`src/irpt_pkg.sv`:
```
// ============================================================================
// irpt_pkg: shared types and constants of the IR pulse train transmitter
// Phase encoding, result record, reset values of the configuration registers
// and the character codes used by the duration parser.
// ============================================================================
package irpt_pkg;

    localparam int MAX_PULSES_DEF  = 256;
    localparam int FIELD_CHARS_DEF = 12;

    localparam logic [10:0] PRESCALE_RESET = 11'd64;
    localparam logic [10:0] PRESCALE_MAX   = 11'd1024;
    localparam logic [15:0] CARRIER_RESET  = 16'd216;

    localparam logic [7:0] CHAR_COMMA = 8'h2C;
    localparam logic [7:0] CHAR_ZERO  = 8'h30;
    localparam logic [7:0] CHAR_NINE  = 8'h39;

    // Configuration register indexes
    localparam logic CFG_PRESCALE = 1'b0;
    localparam logic CFG_CARRIER  = 1'b1;

    typedef enum logic [1:0] {
        PH_WAIT,
        PH_LOAD,
        PH_PLAY
    } phase_t;

    typedef struct packed {
        logic done;
        logic transmitting;
        logic emitter_on;
    } result_t;

endpackage

```
`src/ir_pulse_train_transmitter.sv`:
```
// ============================================================================
// ir_pulse_train_transmitter: raw infrared pulse train transmitter
// Parses a pulse count and comma-terminated decimal durations from received
// bytes, stores them and plays them as carrier-gated marks and dark spaces.
// ============================================================================
// One input transfer is taken every clock cycle while the result register is
// free or being drained; each transfer is fully processed in that cycle and
// its result appears in the output register on the next cycle. Durations live
// in a one-port-write, one-port-read memory with registered read; the entry
// of the pulse being played is prefetched whenever the play index moves, so
// base clock ticks (s_tuser = 1) can arrive back to back. No clearing pass is
// needed after reset. Configuration writes are always accepted (cfg_ready is
// tied high) and take effect on the next item.
module ir_pulse_train_transmitter #(
    parameter int MAX_PULSES  = irpt_pkg::MAX_PULSES_DEF,
    parameter int FIELD_CHARS = irpt_pkg::FIELD_CHARS_DEF
) (
    input  logic        clk,
    input  logic        rst_n,
    input  logic        s_tvalid,
    output logic        s_tready,
    input  logic [7:0]  s_tdata,   // [7:0] rx_byte
    input  logic        s_tuser,   // [0] mode
    output logic        m_tvalid,
    input  logic        m_tready,
    output logic [7:0]  m_tdata,   // [0] emitter_on, [1] transmitting, [2] done_res
    input  logic        cfg_valid,
    output logic        cfg_ready,
    input  logic        cfg_index,
    input  logic [15:0] cfg_data
);

    logic [10:0]       prescale_reg;
    logic [15:0]       carrier_reg;
    logic              m_tvalid_reg;
    irpt_pkg::result_t out_reg;
    irpt_pkg::result_t res;
    logic              item_en;

    assign cfg_ready = 1'b1;
    assign s_tready  = !m_tvalid_reg || m_tready;
    assign item_en   = s_tvalid && s_tready;

    always_ff @(posedge clk or negedge rst_n)
    begin
        if (!rst_n)
        begin
            prescale_reg <= irpt_pkg::PRESCALE_RESET;
            carrier_reg  <= irpt_pkg::CARRIER_RESET;
        end
        else if (cfg_valid)
        begin
            if (cfg_index == irpt_pkg::CFG_PRESCALE)
            begin
                prescale_reg <= cfg_data[10:0];
            end
            else
            begin
                carrier_reg <= cfg_data;
            end
        end
    end

    irpt_core #(
        .MAX_PULSES  (MAX_PULSES),
        .FIELD_CHARS (FIELD_CHARS)
    ) u_core (
        .clk      (clk),
        .rst_n    (rst_n),
        .item_en  (item_en),
        .mode     (s_tuser),
        .rx_byte  (s_tdata),
        .prescale (prescale_reg),
        .carrier  (carrier_reg),
        .res      (res)
    );

    // hold the result until the downstream side takes it
    always_ff @(posedge clk or negedge rst_n)
    begin
        if (!rst_n)
        begin
            m_tvalid_reg <= 1'b0;
        end
        else if (item_en)
        begin
            m_tvalid_reg <= 1'b1;
        end
        else if (m_tready)
        begin
            m_tvalid_reg <= 1'b0;
        end
    end

    always_ff @(posedge clk)
    begin
        if (item_en)
        begin
            out_reg <= res;
        end
    end

    assign m_tvalid = m_tvalid_reg;
    assign m_tdata  = {5'd0, out_reg};

endmodule

```
`src/irpt_dur_mem.sv`:
```
// ============================================================================
// irpt_dur_mem: pulse duration store
// One write port and one registered read port; a write to the entry being
// read in the same cycle is forwarded into the read data.
// ============================================================================
module irpt_dur_mem #(
    parameter int MAX_PULSES = irpt_pkg::MAX_PULSES_DEF,
    parameter int IDX_W      = (MAX_PULSES > 1) ? $clog2(MAX_PULSES) : 1
) (
    input  logic             clk,
    input  logic             wr_en,
    input  logic [IDX_W-1:0] wr_addr,
    input  logic [15:0]      wr_data,
    input  logic [IDX_W-1:0] rd_addr,
    output logic [15:0]      rd_data
);

    logic [15:0] mem [MAX_PULSES];
    logic [15:0] rd_data_reg;

    always_ff @(posedge clk)
    begin
        if (wr_en)
        begin
            mem[wr_addr] <= wr_data;
        end
    end

    always_ff @(posedge clk)
    begin
        if (wr_en && (wr_addr == rd_addr))
        begin
            rd_data_reg <= wr_data;
        end
        else
        begin
            rd_data_reg <= mem[rd_addr];
        end
    end

    assign rd_data = rd_data_reg;

endmodule

```
`src/irpt_core.sv`:
```
// ============================================================================
// irpt_core: parser and playback sequencer
// Holds the phase, parser and playback counters, writes parsed durations
// into the store and reads back the duration of the pulse being played.
// ============================================================================
module irpt_core #(
    parameter int MAX_PULSES  = irpt_pkg::MAX_PULSES_DEF,
    parameter int FIELD_CHARS = irpt_pkg::FIELD_CHARS_DEF
) (
    input  logic               clk,
    input  logic               rst_n,
    input  logic               item_en,
    input  logic               mode,
    input  logic [7:0]         rx_byte,
    input  logic [10:0]        prescale,
    input  logic [15:0]        carrier,
    output irpt_pkg::result_t  res
);

    localparam int CNT_W  = $clog2(MAX_PULSES + 1);
    localparam int IDX_W  = (MAX_PULSES > 1) ? $clog2(MAX_PULSES) : 1;
    localparam int CHAR_W = $clog2(FIELD_CHARS + 1);

    irpt_pkg::phase_t phase_reg, phase_next;
    logic [CNT_W-1:0]  pulse_cnt_reg, pulse_cnt_next;
    logic [CNT_W-1:0]  load_idx_reg, load_idx_next;
    logic [CHAR_W-1:0] char_cnt_reg, char_cnt_next;
    logic [15:0]       field_reg, field_next;
    logic              stopped_reg, stopped_next;
    logic [CNT_W-1:0]  play_idx_reg, play_idx_next;
    logic [15:0]       dur_cnt_reg, dur_cnt_next;
    logic [9:0]        pre_cnt_reg, pre_cnt_next;
    logic [15:0]       car_cnt_reg, car_cnt_next;
    logic              emit_reg, emit_next;

    logic              wr_en;
    logic [15:0]       dur_q;
    logic [8:0]        cnt_sat;
    logic [CNT_W:0]    load_inc;
    logic [CNT_W:0]    play_inc;
    logic [10:0]       pre_eff;
    logic [15:0]       car_eff;
    logic [10:0]       pre_inc;
    logic [16:0]       car_inc;
    logic              done;

    irpt_dur_mem #(
        .MAX_PULSES (MAX_PULSES),
        .IDX_W      (IDX_W)
    ) u_mem (
        .clk     (clk),
        .wr_en   (wr_en),
        .wr_addr (load_idx_reg[IDX_W-1:0]),
        .wr_data (field_reg),
        .rd_addr (play_idx_next[IDX_W-1:0]),
        .rd_data (dur_q)
    );

    always_ff @(posedge clk or negedge rst_n)
    begin
        if (!rst_n)
        begin
            phase_reg     <= irpt_pkg::PH_WAIT;
            pulse_cnt_reg <= '0;
            load_idx_reg  <= '0;
            char_cnt_reg  <= '0;
            field_reg     <= '0;
            stopped_reg   <= 1'b0;
            play_idx_reg  <= '0;
            dur_cnt_reg   <= '0;
            pre_cnt_reg   <= '0;
            car_cnt_reg   <= '0;
            emit_reg      <= 1'b0;
        end
        else
        begin
            phase_reg     <= phase_next;
            pulse_cnt_reg <= pulse_cnt_next;
            load_idx_reg  <= load_idx_next;
            char_cnt_reg  <= char_cnt_next;
            field_reg     <= field_next;
            stopped_reg   <= stopped_next;
            play_idx_reg  <= play_idx_next;
            dur_cnt_reg   <= dur_cnt_next;
            pre_cnt_reg   <= pre_cnt_next;
            car_cnt_reg   <= car_cnt_next;
            emit_reg      <= emit_next;
        end
    end

    always_comb
    begin
        pre_eff = prescale;
        if (prescale == 11'd0)
        begin
            pre_eff = 11'd1;
        end
        else if (prescale > irpt_pkg::PRESCALE_MAX)
        begin
            pre_eff = irpt_pkg::PRESCALE_MAX;
        end
        car_eff = (carrier == 16'd0) ? 16'd1 : carrier;
    end

    always_comb
    begin
        phase_next     = phase_reg;
        pulse_cnt_next = pulse_cnt_reg;
        load_idx_next  = load_idx_reg;
        char_cnt_next  = char_cnt_reg;
        field_next     = field_reg;
        stopped_next   = stopped_reg;
        play_idx_next  = play_idx_reg;
        dur_cnt_next   = dur_cnt_reg;
        pre_cnt_next   = pre_cnt_reg;
        car_cnt_next   = car_cnt_reg;
        emit_next      = emit_reg;
        wr_en          = 1'b0;
        done           = 1'b0;

        cnt_sat  = ({1'b0, rx_byte} > 9'(MAX_PULSES)) ? 9'(MAX_PULSES) : {1'b0, rx_byte};
        load_inc = {1'b0, load_idx_reg} + 1'b1;
        play_inc = {1'b0, play_idx_reg} + 1'b1;
        pre_inc  = {1'b0, pre_cnt_reg} + 11'd1;
        car_inc  = {1'b0, car_cnt_reg} + 17'd1;

        if (item_en)
        begin
            unique case (phase_reg)
                irpt_pkg::PH_LOAD:
                begin
                    if (!mode)
                    begin
                        if ((rx_byte == irpt_pkg::CHAR_COMMA) && (char_cnt_reg != '0))
                        begin
                            // store the field and advance to the next one
                            wr_en         = 1'b1;
                            load_idx_next = load_inc[CNT_W-1:0];
                            char_cnt_next = '0;
                            field_next    = '0;
                            stopped_next  = 1'b0;
                            if (load_inc >= {1'b0, pulse_cnt_reg})
                            begin
                                phase_next    = irpt_pkg::PH_PLAY;
                                play_idx_next = '0;
                                pre_cnt_next  = '0;
                                dur_cnt_next  = '0;
                                car_cnt_next  = '0;
                                emit_next     = 1'b0;
                            end
                        end
                        else if (char_cnt_reg >= CHAR_W'(FIELD_CHARS))
                        begin
                            // overlong field: drop and restart
                            char_cnt_next = '0;
                            field_next    = '0;
                            stopped_next  = 1'b0;
                        end
                        else
                        begin
                            char_cnt_next = char_cnt_reg + 1'b1;
                            if (!stopped_reg && (rx_byte >= irpt_pkg::CHAR_ZERO)
                                && (rx_byte <= irpt_pkg::CHAR_NINE))
                            begin
                                field_next = (field_reg << 3) + (field_reg << 1)
                                             + {12'd0, rx_byte[3:0]};
                            end
                            else
                            begin
                                stopped_next = 1'b1;
                            end
                        end
                    end
                end
                irpt_pkg::PH_PLAY:
                begin
                    if (mode)
                    begin
                        if (!play_idx_reg[0])
                        begin
                            if (car_inc >= {1'b0, car_eff})
                            begin
                                car_cnt_next = '0;
                                emit_next    = ~emit_reg;
                            end
                            else
                            begin
                                car_cnt_next = car_inc[15:0];
                            end
                        end
                        else
                        begin
                            emit_next = 1'b0;
                        end

                        if (pre_inc >= pre_eff)
                        begin
                            pre_cnt_next = '0;
                            if (dur_cnt_reg >= dur_q)
                            begin
                                // pulse over: start the next one dark
                                play_idx_next = play_inc[CNT_W-1:0];
                                dur_cnt_next  = '0;
                                car_cnt_next  = '0;
                                emit_next     = 1'b0;
                                if (play_inc >= {1'b0, pulse_cnt_reg})
                                begin
                                    phase_next = irpt_pkg::PH_WAIT;
                                    done       = 1'b1;
                                end
                            end
                            else
                            begin
                                dur_cnt_next = dur_cnt_reg + 16'd1;
                            end
                        end
                        else
                        begin
                            pre_cnt_next = pre_inc[9:0];
                        end
                    end
                end
                default:
                begin
                    if (!mode)
                    begin
                        pulse_cnt_next = CNT_W'(cnt_sat);
                        load_idx_next  = '0;
                        char_cnt_next  = '0;
                        field_next     = '0;
                        stopped_next   = 1'b0;
                        phase_next     = (cnt_sat == 9'd0) ? irpt_pkg::PH_WAIT
                                                           : irpt_pkg::PH_LOAD;
                    end
                end
            endcase
            if (phase_next != irpt_pkg::PH_PLAY)
            begin
                emit_next = 1'b0;
            end
        end

        res.done         = done;
        res.transmitting = (phase_next == irpt_pkg::PH_PLAY);
        res.emitter_on   = emit_next;
    end

`ifndef ASSERT_OFF
    a_done_ends_play: assert property (@(posedge clk) disable iff (!rst_n)
        (item_en && res.done) |=> (phase_reg == irpt_pkg::PH_WAIT))
        else $error("done without return to wait");

    a_dark_off_play: assert property (@(posedge clk) disable iff (!rst_n)
        (phase_reg != irpt_pkg::PH_PLAY) |-> !emit_reg)
        else $error("emitter lit outside playback");

    a_load_in_range: assert property (@(posedge clk) disable iff (!rst_n)
        (phase_reg == irpt_pkg::PH_LOAD) |-> (load_idx_reg < pulse_cnt_reg))
        else $error("load index past pulse count");

    a_play_in_range: assert property (@(posedge clk) disable iff (!rst_n)
        (phase_reg == irpt_pkg::PH_PLAY) |-> (play_idx_reg < pulse_cnt_reg))
        else $error("play index past pulse count");

    a_idle_holds: assert property (@(posedge clk) disable iff (!rst_n)
        !item_en |=> $stable(phase_reg) && $stable(play_idx_reg))
        else $error("state moved without an item");
`endif

endmodule

```
`config.mk`:
```
export PLATFORM = sky130hd
export DESIGN_NAME = ir_pulse_train_transmitter
export DESIGN_NICKNAME = d
export VERILOG_FILES = /design/src/irpt_pkg.sv /design/src/ir_pulse_train_transmitter.sv /design/src/irpt_dur_mem.sv /design/src/irpt_core.sv
export SDC_FILE = /design/constraint.sdc
export NUM_CORES = 2
export LEC_CHECK = 0
export ABC_CLOCK_PERIOD_IN_PS = 6300
export BUFFER_PORTS_ARGS = -buffer_cell sky130_fd_sc_hd__buf_2
export CORE_MARGIN = 3
export CORE_UTILIZATION = 40
export DETAILED_ROUTE_END_ITERATION = 16
export GPL_TIMING_DRIVEN = 0
export PLACE_DENSITY = 0.6
export SYNTH_ARGS = -nofsm -noshare
export SYNTH_HDL_FRONTEND = slang
export SYNTH_SLANG_ARGS = --single-unit
```
`constraint.sdc`:
```
create_clock -name clk -period 6.3 [get_ports clk]
set_input_delay 1.26 -clock clk [delete_from_list [all_inputs] [get_ports clk]]
set_output_delay 1.26 -clock clk [all_outputs]
set_load 0.01 [all_outputs]
```
After elaboration in Yosys (flattened, before gate mapping)
Memories as Yosys holds them, arrays and structs flattened. A register that Yosys moved wholly into a read port is not among the register bits.
Cells that the tools add are included.
{ "totals": {"ff_bits": 124, "word_cells": 164, "output_inout_bits": 11, "ramBits": 4096, "in_bits": 31, "mem_count": 1} }
{ "mem_list": {"columns": ["name", "depth", "word_bits", "read_ports", "rd_ports_with_merged_regs", "write_ports", "line_no", "text"], "rows": [
  ["u_core.u_mem.mem", 256, 16, 1, 1, 1, "irpt_dur_mem.sv:18", "logic [15:0] mem [MAX_PULSES];"]
]} }
{ "op_classes": {"bitwise": 5, "n_eq_ne": 13, "order_cmp": 10, "add_sub_neg": 8, "reduce_logical": 25, "mux": 84} }
{ "op_table": {"columns": ["op", "count"], "rows": [
  ["two-way mux 16 bit", 17],
  ["case mux 16 bit (2 select lines)", 3],
  ["two-way mux 9 bit", 10],
  ["two-way mux 10 bit", 5],
  ["case mux 9 bit (2 select lines)", 2],
  ["two-way mux 1 bit", 25],
  ["two-way mux 11 bit", 2],
  ["adder 9 x 1 -> 10 bit, second input constant", 2],
  ["greater-or-equal comparator 10 x 9 -> 1 bit", 2],
  ["two-way mux 2 bit", 10],
  ["case mux 10 bit (2 select lines)", 1],
  ["adder 16 x 1 -> 17 bit, second input constant", 1],
  ["greater-or-equal comparator 17 x 16 -> 1 bit", 1],
  ["adder 16 x 1 -> 16 bit, second input constant", 1],
  ["adder 16 bit", 1],
  ["adder 16 x 4 -> 16 bit", 1],
  ["greater-or-equal comparator 16 bit", 1],
  ["logical NOT 16 bit", 1],
  ["two-way mux 4 bit", 4],
  ["AND reduction 4 bit", 4],
  ["adder 10 x 1 -> 11 bit, second input constant", 1],
  ["greater-or-equal comparator 11 bit", 1],
  ["> comparator 11 bit, second input constant", 1],
  ["logical NOT 11 bit", 1],
  ["29 further kinds", 47]
]} }

Longest topological paths before layout
{ "depth": {"word_depth": 11, "mapped_depth": 20, "ltp_nobuf": 17} }

Cells and area by module
From an unflattened synthesis, not the netlist that was laid out.
{ "hier_totals": {"hier_cells": 8256, "area_unflattened_um2": 166996.4} }
{ "modules_own_cells": {"columns": ["mod", "cells_per_inst", "seq_area_each_um2", "area_each_um2", "n_inst"], "rows": [
  ["irpt_dur_mem", 7352, 123158.1, 158554.6, 1],
  ["irpt_core", 831, 2302.2, 7241.9, 1],
  ["ir_pulse_train_transmitter", 73, 797.0, 1199.9, 1]
]} }

Worst setup path before layout
OpenSTA, ideal clock, no wires.
{ "synth_path": {"path_type": "reg-to-reg", "start": "register u_core.field_reg[0]", "end": "register u_core.field_reg[15]", "period_less_slack_ns": 5.853, "required_ns": 6.151, "slack_ns": 0.447, "arrival_time_ns": 5.704, "stages_incl_launch_ff": 11, "cell_sequence": "dfrtp_1 fa_1 ha_1 a21oi_1 o21ai_0 a41oi_1 a211o_1 o21ai_0 a21oi_1 nand3_1 o211ai_1"} }
{ "synth_via": {"elab_chain_len": 7} }
{ "synth_lines": {"columns": ["item", "line_no", "text"], "rows": [
  ["start, declared", "irpt_core.sv:28", "logic [15:0] field_reg, field_next;"],
  ["start signal, assigned", "irpt_core.sv:81", "field_reg <= field_next;"],
  ["adder 16 bit", "irpt_core.sv:165", "field_next = (field_reg << 3) + (field_reg << 1)"],
  ["adder 16 x 4 -> 16 bit", "irpt_core.sv:166", "+ {12'd0, rx_byte[3:0]};"],
  ["two-way mux 16 bit", "irpt_core.sv:162", "if (!stopped_reg && (rx_byte >= irpt_pkg::CHAR_ZERO)"],
  ["two-way mux 16 bit", "irpt_core.sv:152", "else if (char_cnt_reg >= CHAR_W'(FIELD_CHARS))"],
  ["two-way mux 16 bit", "irpt_core.sv:134", "if ((rx_byte == irpt_pkg::CHAR_COMMA) && (char_cnt_reg != '0))"],
  ["two-way mux 16 bit", "irpt_core.sv:132", "if (!mode)"],
  ["case mux 16 bit (2 select lines)", "irpt_core.sv:129", "unique case (phase_reg)"]
]} }
No other way between the ends. The select of a mux whose other input is x is not followed.
A chain may end at the register's enable or synchronous reset.

==> results by group <==
Route
  – DRT Wirelength: around 460 mm
  – Post-route DRC: 0
  – Starting DRT DRC Count: between 10k and 15k
  – Routed vias: 80.9k
  – Remaining antenna violation count: 0
  – DR WL/cell: 33.6 um
  – Drt pass-1 iters: 5
  – Post-DR vias/cell: 5.90

Synth
  – Synth Area in Simple Gates: 1.80%
  – YS warnings: 0
  – Yosys reg bits: 4227
  – XOR/XNOR share of the synthesized area: 0.298%
  – Post-synth ARST share: 2.84%
  – Synth Area per Inst: 23.0 um2
  – Sequential area share after synthesis: 76.7%
  – Mapped Cells: 7173
  – Post-synth top flop: edfxtp_1
  – Dominant cell type by area after synthesis: edfxtp_1
  – Ranking of synthesized cells by area: edfxtp_1 (75%), mux4_2 (18%), dfrtp_1 (1.7%), nor2_1 (0.76%), ha_1 (0.74%)
  – Adder-Cell Fraction of Synth Area: 0.761%
  – Unique masters post-synth: 66
  – Number of synthesized flops with an enable pin: about 4.1k
  – Post-synthesis mux area share: 18.2%
  – Largest family of logic cells by synthesized area: multiplexers
  – Synth Area in Compound Gates: 1.24%
  – Post-Syn Area: 165000 um2
  – Area share of the largest cell type after synthesis: around three quarters

Timing
  – Count of final hold-check violations: 0
  – Tmin final: approximately 6200 ps
  – Setup violators final: 0
  – Final period utilization: a little over nine tenths
  – Setup Skew: 47.1 ps
  – RSZ-0062 raised after global routing: false
  – Fmax: around 0.16 GHz
  – Max Transition Viols Final: 75
  – Final setup margin: 77.8 ps
  – Worst slew pin tran: approximately 1600 ps
  – Setup_tns: 0 ps
  – Max_slew headroom: -5.95%

Layout
  – Layout cell share with drive strength beyond 1: between 30% and 40%
  – Area Growth Syn to Fin: 16.9%
  – Max reg flops: 4096
  – Most common cell after layout, fill and taps aside: edfxtp_1
  – Final instance area: 193000 um2
  – Most frequent cells in the layout: edfxtp_1 (4099), mux4_2 (1280), clkbuf_16 (421), nor2_2 (255), buf_8 (193)
  – Largest Register: u_core.u_mem.mem
  – Final net count: approximately 8.1k

Clock network
  – Worst-Skew Late Latency: 980 ps
  – CTS tree: built
  – Cts bufs inserted: 415
  – Longest Clk Path Bufs: 4
  – CTS sink cnt: 4227
  – H-tree Lvls: 5
  – CTS Hold Bufs: 0
  – Clock transition at path regs: roughly 60 ps
  – Clock root buffer: clkbuf_16

GRT
  – Largest net degree at the start of global routing: ~120
  – GRT Total Usage: around 22%
  – Vias in the first global route: 80.8k
  – Initial antenna violation count: 16
  – Congestion Overflow GR: 0
  – First-pass GRT wire length: ~640 mm

Setup path
  – Required @ worst endpoint: around 7000 ps
  – Crit Path Class: reg2reg
  – Worst Path Max Fanout: 10
  – Crit path launch type: register
  – CP arrival: 7010 ps
  – Worst setup EP type: register
  – Worst R2R Setup Slack: 80 ps

Power and ir drop
  – Pwr Density: 288 nW/um2
  – Clk pwr share: 43.7%
  – Int Power: 44.3 mW
  – Sw Pwr: 11.1 mW
  – Sw frac: 20.0%
  – LEAKAGE: slightly above 60 nW
  – Peak VDD IR: 0.317 mV
  – Combinational power share: under 10%
  – Reg power frac: between 50% and 60%

Placement
  – Port Buffers: 35
  – Pre-CTS WS: -2700 ps
  – Detail Placement HPWL: 315 mm
  – Post-DP Area: between 150000 and 200000 um2
  – Placer congestion estimate: 0.975

Flow run
  – # Max-Cap Violations: 8

Status
  – Failing checks: capacitance limit, slew limit
  – Outcome: finished, violations left

Die
  – Die area: around 420000 um2
  – IO Count: 42
  – Core region area: just over 400000 um2
  – Die Span Y: 648 um
  – Row cnt: 234
  – Starting density of the core: 40.3%
  – Die Width: 648 um

Min path
  – Worst hold path class: in2async
-- per-layer routing --
| metal | GRT usage (%) | share of wire, % | up-vias |
|---|---|---|---|
| li1 | - | - | 32100 |
| met5 | 0.320 | 0.13 | - |
| met2 | 35.1 | 48 | 4090 |
| met3 | 5.06 | 9.2 | 808 |
| met1 | 29.0 | 38 | 43900 |
| met4 | 8.54 | 4.3 | 10 |
-- worst paths after layout --
path / end / from / cells past startpoint
min: prescale_reg[0] / rst_n / 1
max in group asynchronous: u_core.load_idx_reg[0] / rst_n / 2
min in group clk: m_tvalid / s_tvalid / 2
max: m_tdata[0] / register / 19
min reg2reg: u_core.stopped_reg / u_core.stopped_reg / 2
max reg2reg: m_tdata[0] / register / 19
-- logic make-up after synthesis --
logic type,Yosys count
simple gates,673
other cells,2
flops,4227
fa+ha+maj,99
mux,1385
xor+xnor,56
buf+inv,441
compound gates,290
-- worst max-delay path: stages (launching register included) --
cell and delay [ps]:
dfxtp_1 540, clkbuf_2 280, clkbuf_8 310, buf_4 380, clkbuf_2 430, mux4_2 390
mux4_2 480, a22oi_1 370, nand3_1 370, nand3_2 270, ha_1 280, a21o_1 180
a21o_1 170, a21oi_1 180, o31ai_2 90, buf_4 170, a31oi_2 260, a221oi_1 150
or3_1 420, a22oi_1 230
-- per-stage QoR --
stage / util, % / power, mW / hold WS [ps] / instances
after detailed placement: 43.6 / 31.8 / 490 / 12900
final: 47.2 / 55.4 / 133 / 13700
after global routing: 47.2 / 56.9 / 114 / 13700
after floorplan: - / 31.6 / 463 / 7177
after CTS: 47.1 / 55.8 / 69.1 / 13700
after global placement: 42.1 / 31.8 / 491 / 12600
-- final cells by class --
cell class / count / area, um2
Fill cell: 32900 / 216000
Clock inverter: 253 / 2310
Buffer: 388 / 2340
Multi-Input combinational cell: 2509 / 37800
Tap cell: 5428 / 6790
Timing Repair Buffer: 336 / 5910
Clock buffer: 510 / 10900
Sequential cell: 4227 / 126000
Inverter: 53 / 199
Antenna cell: 7 / 17.5
-- what timing repair did --
item,4_1_cts,5_1_grt
pin swaps,1,2
setup endpoints to repair,55,40
buffers inserted,1,0
resized for setup,455,162
-- synthesized netlist by cell type (17+ instances only) --
cell and n:
a22oi_1 80, mux4_2 1280, nor3_1 18, a22o_1 27
inv_1 53, xnor2_1 38, nor4_1 17, nor2_1 332
buf_2 63, edfxtp_1 4099, buf_1 83, mux2i_1 71
nand2_1 127, ha_1 97, clkbuf_1 236, o21ai_0 64
a21oi_1 34, xor2_1 18, mux2_2 34, dfrtp_1 115
nand3_1 90
-- power groups by stage --
stage / registers (mW) / logic [mW] / clock network [mW]
after floorplan: 31.2 / 0.337 / 0
after global placement: 31.3 / 0.464 / 0
after detailed placement: 31.2 / 0.590 / 0
after CTS: 30.6 / 0.594 / 24.5
after global routing: 30.6 / 0.656 / 25.6
final: 30.6 / 0.593 / 24.2
Note: power is estimated with default switching activity, not from simulation.
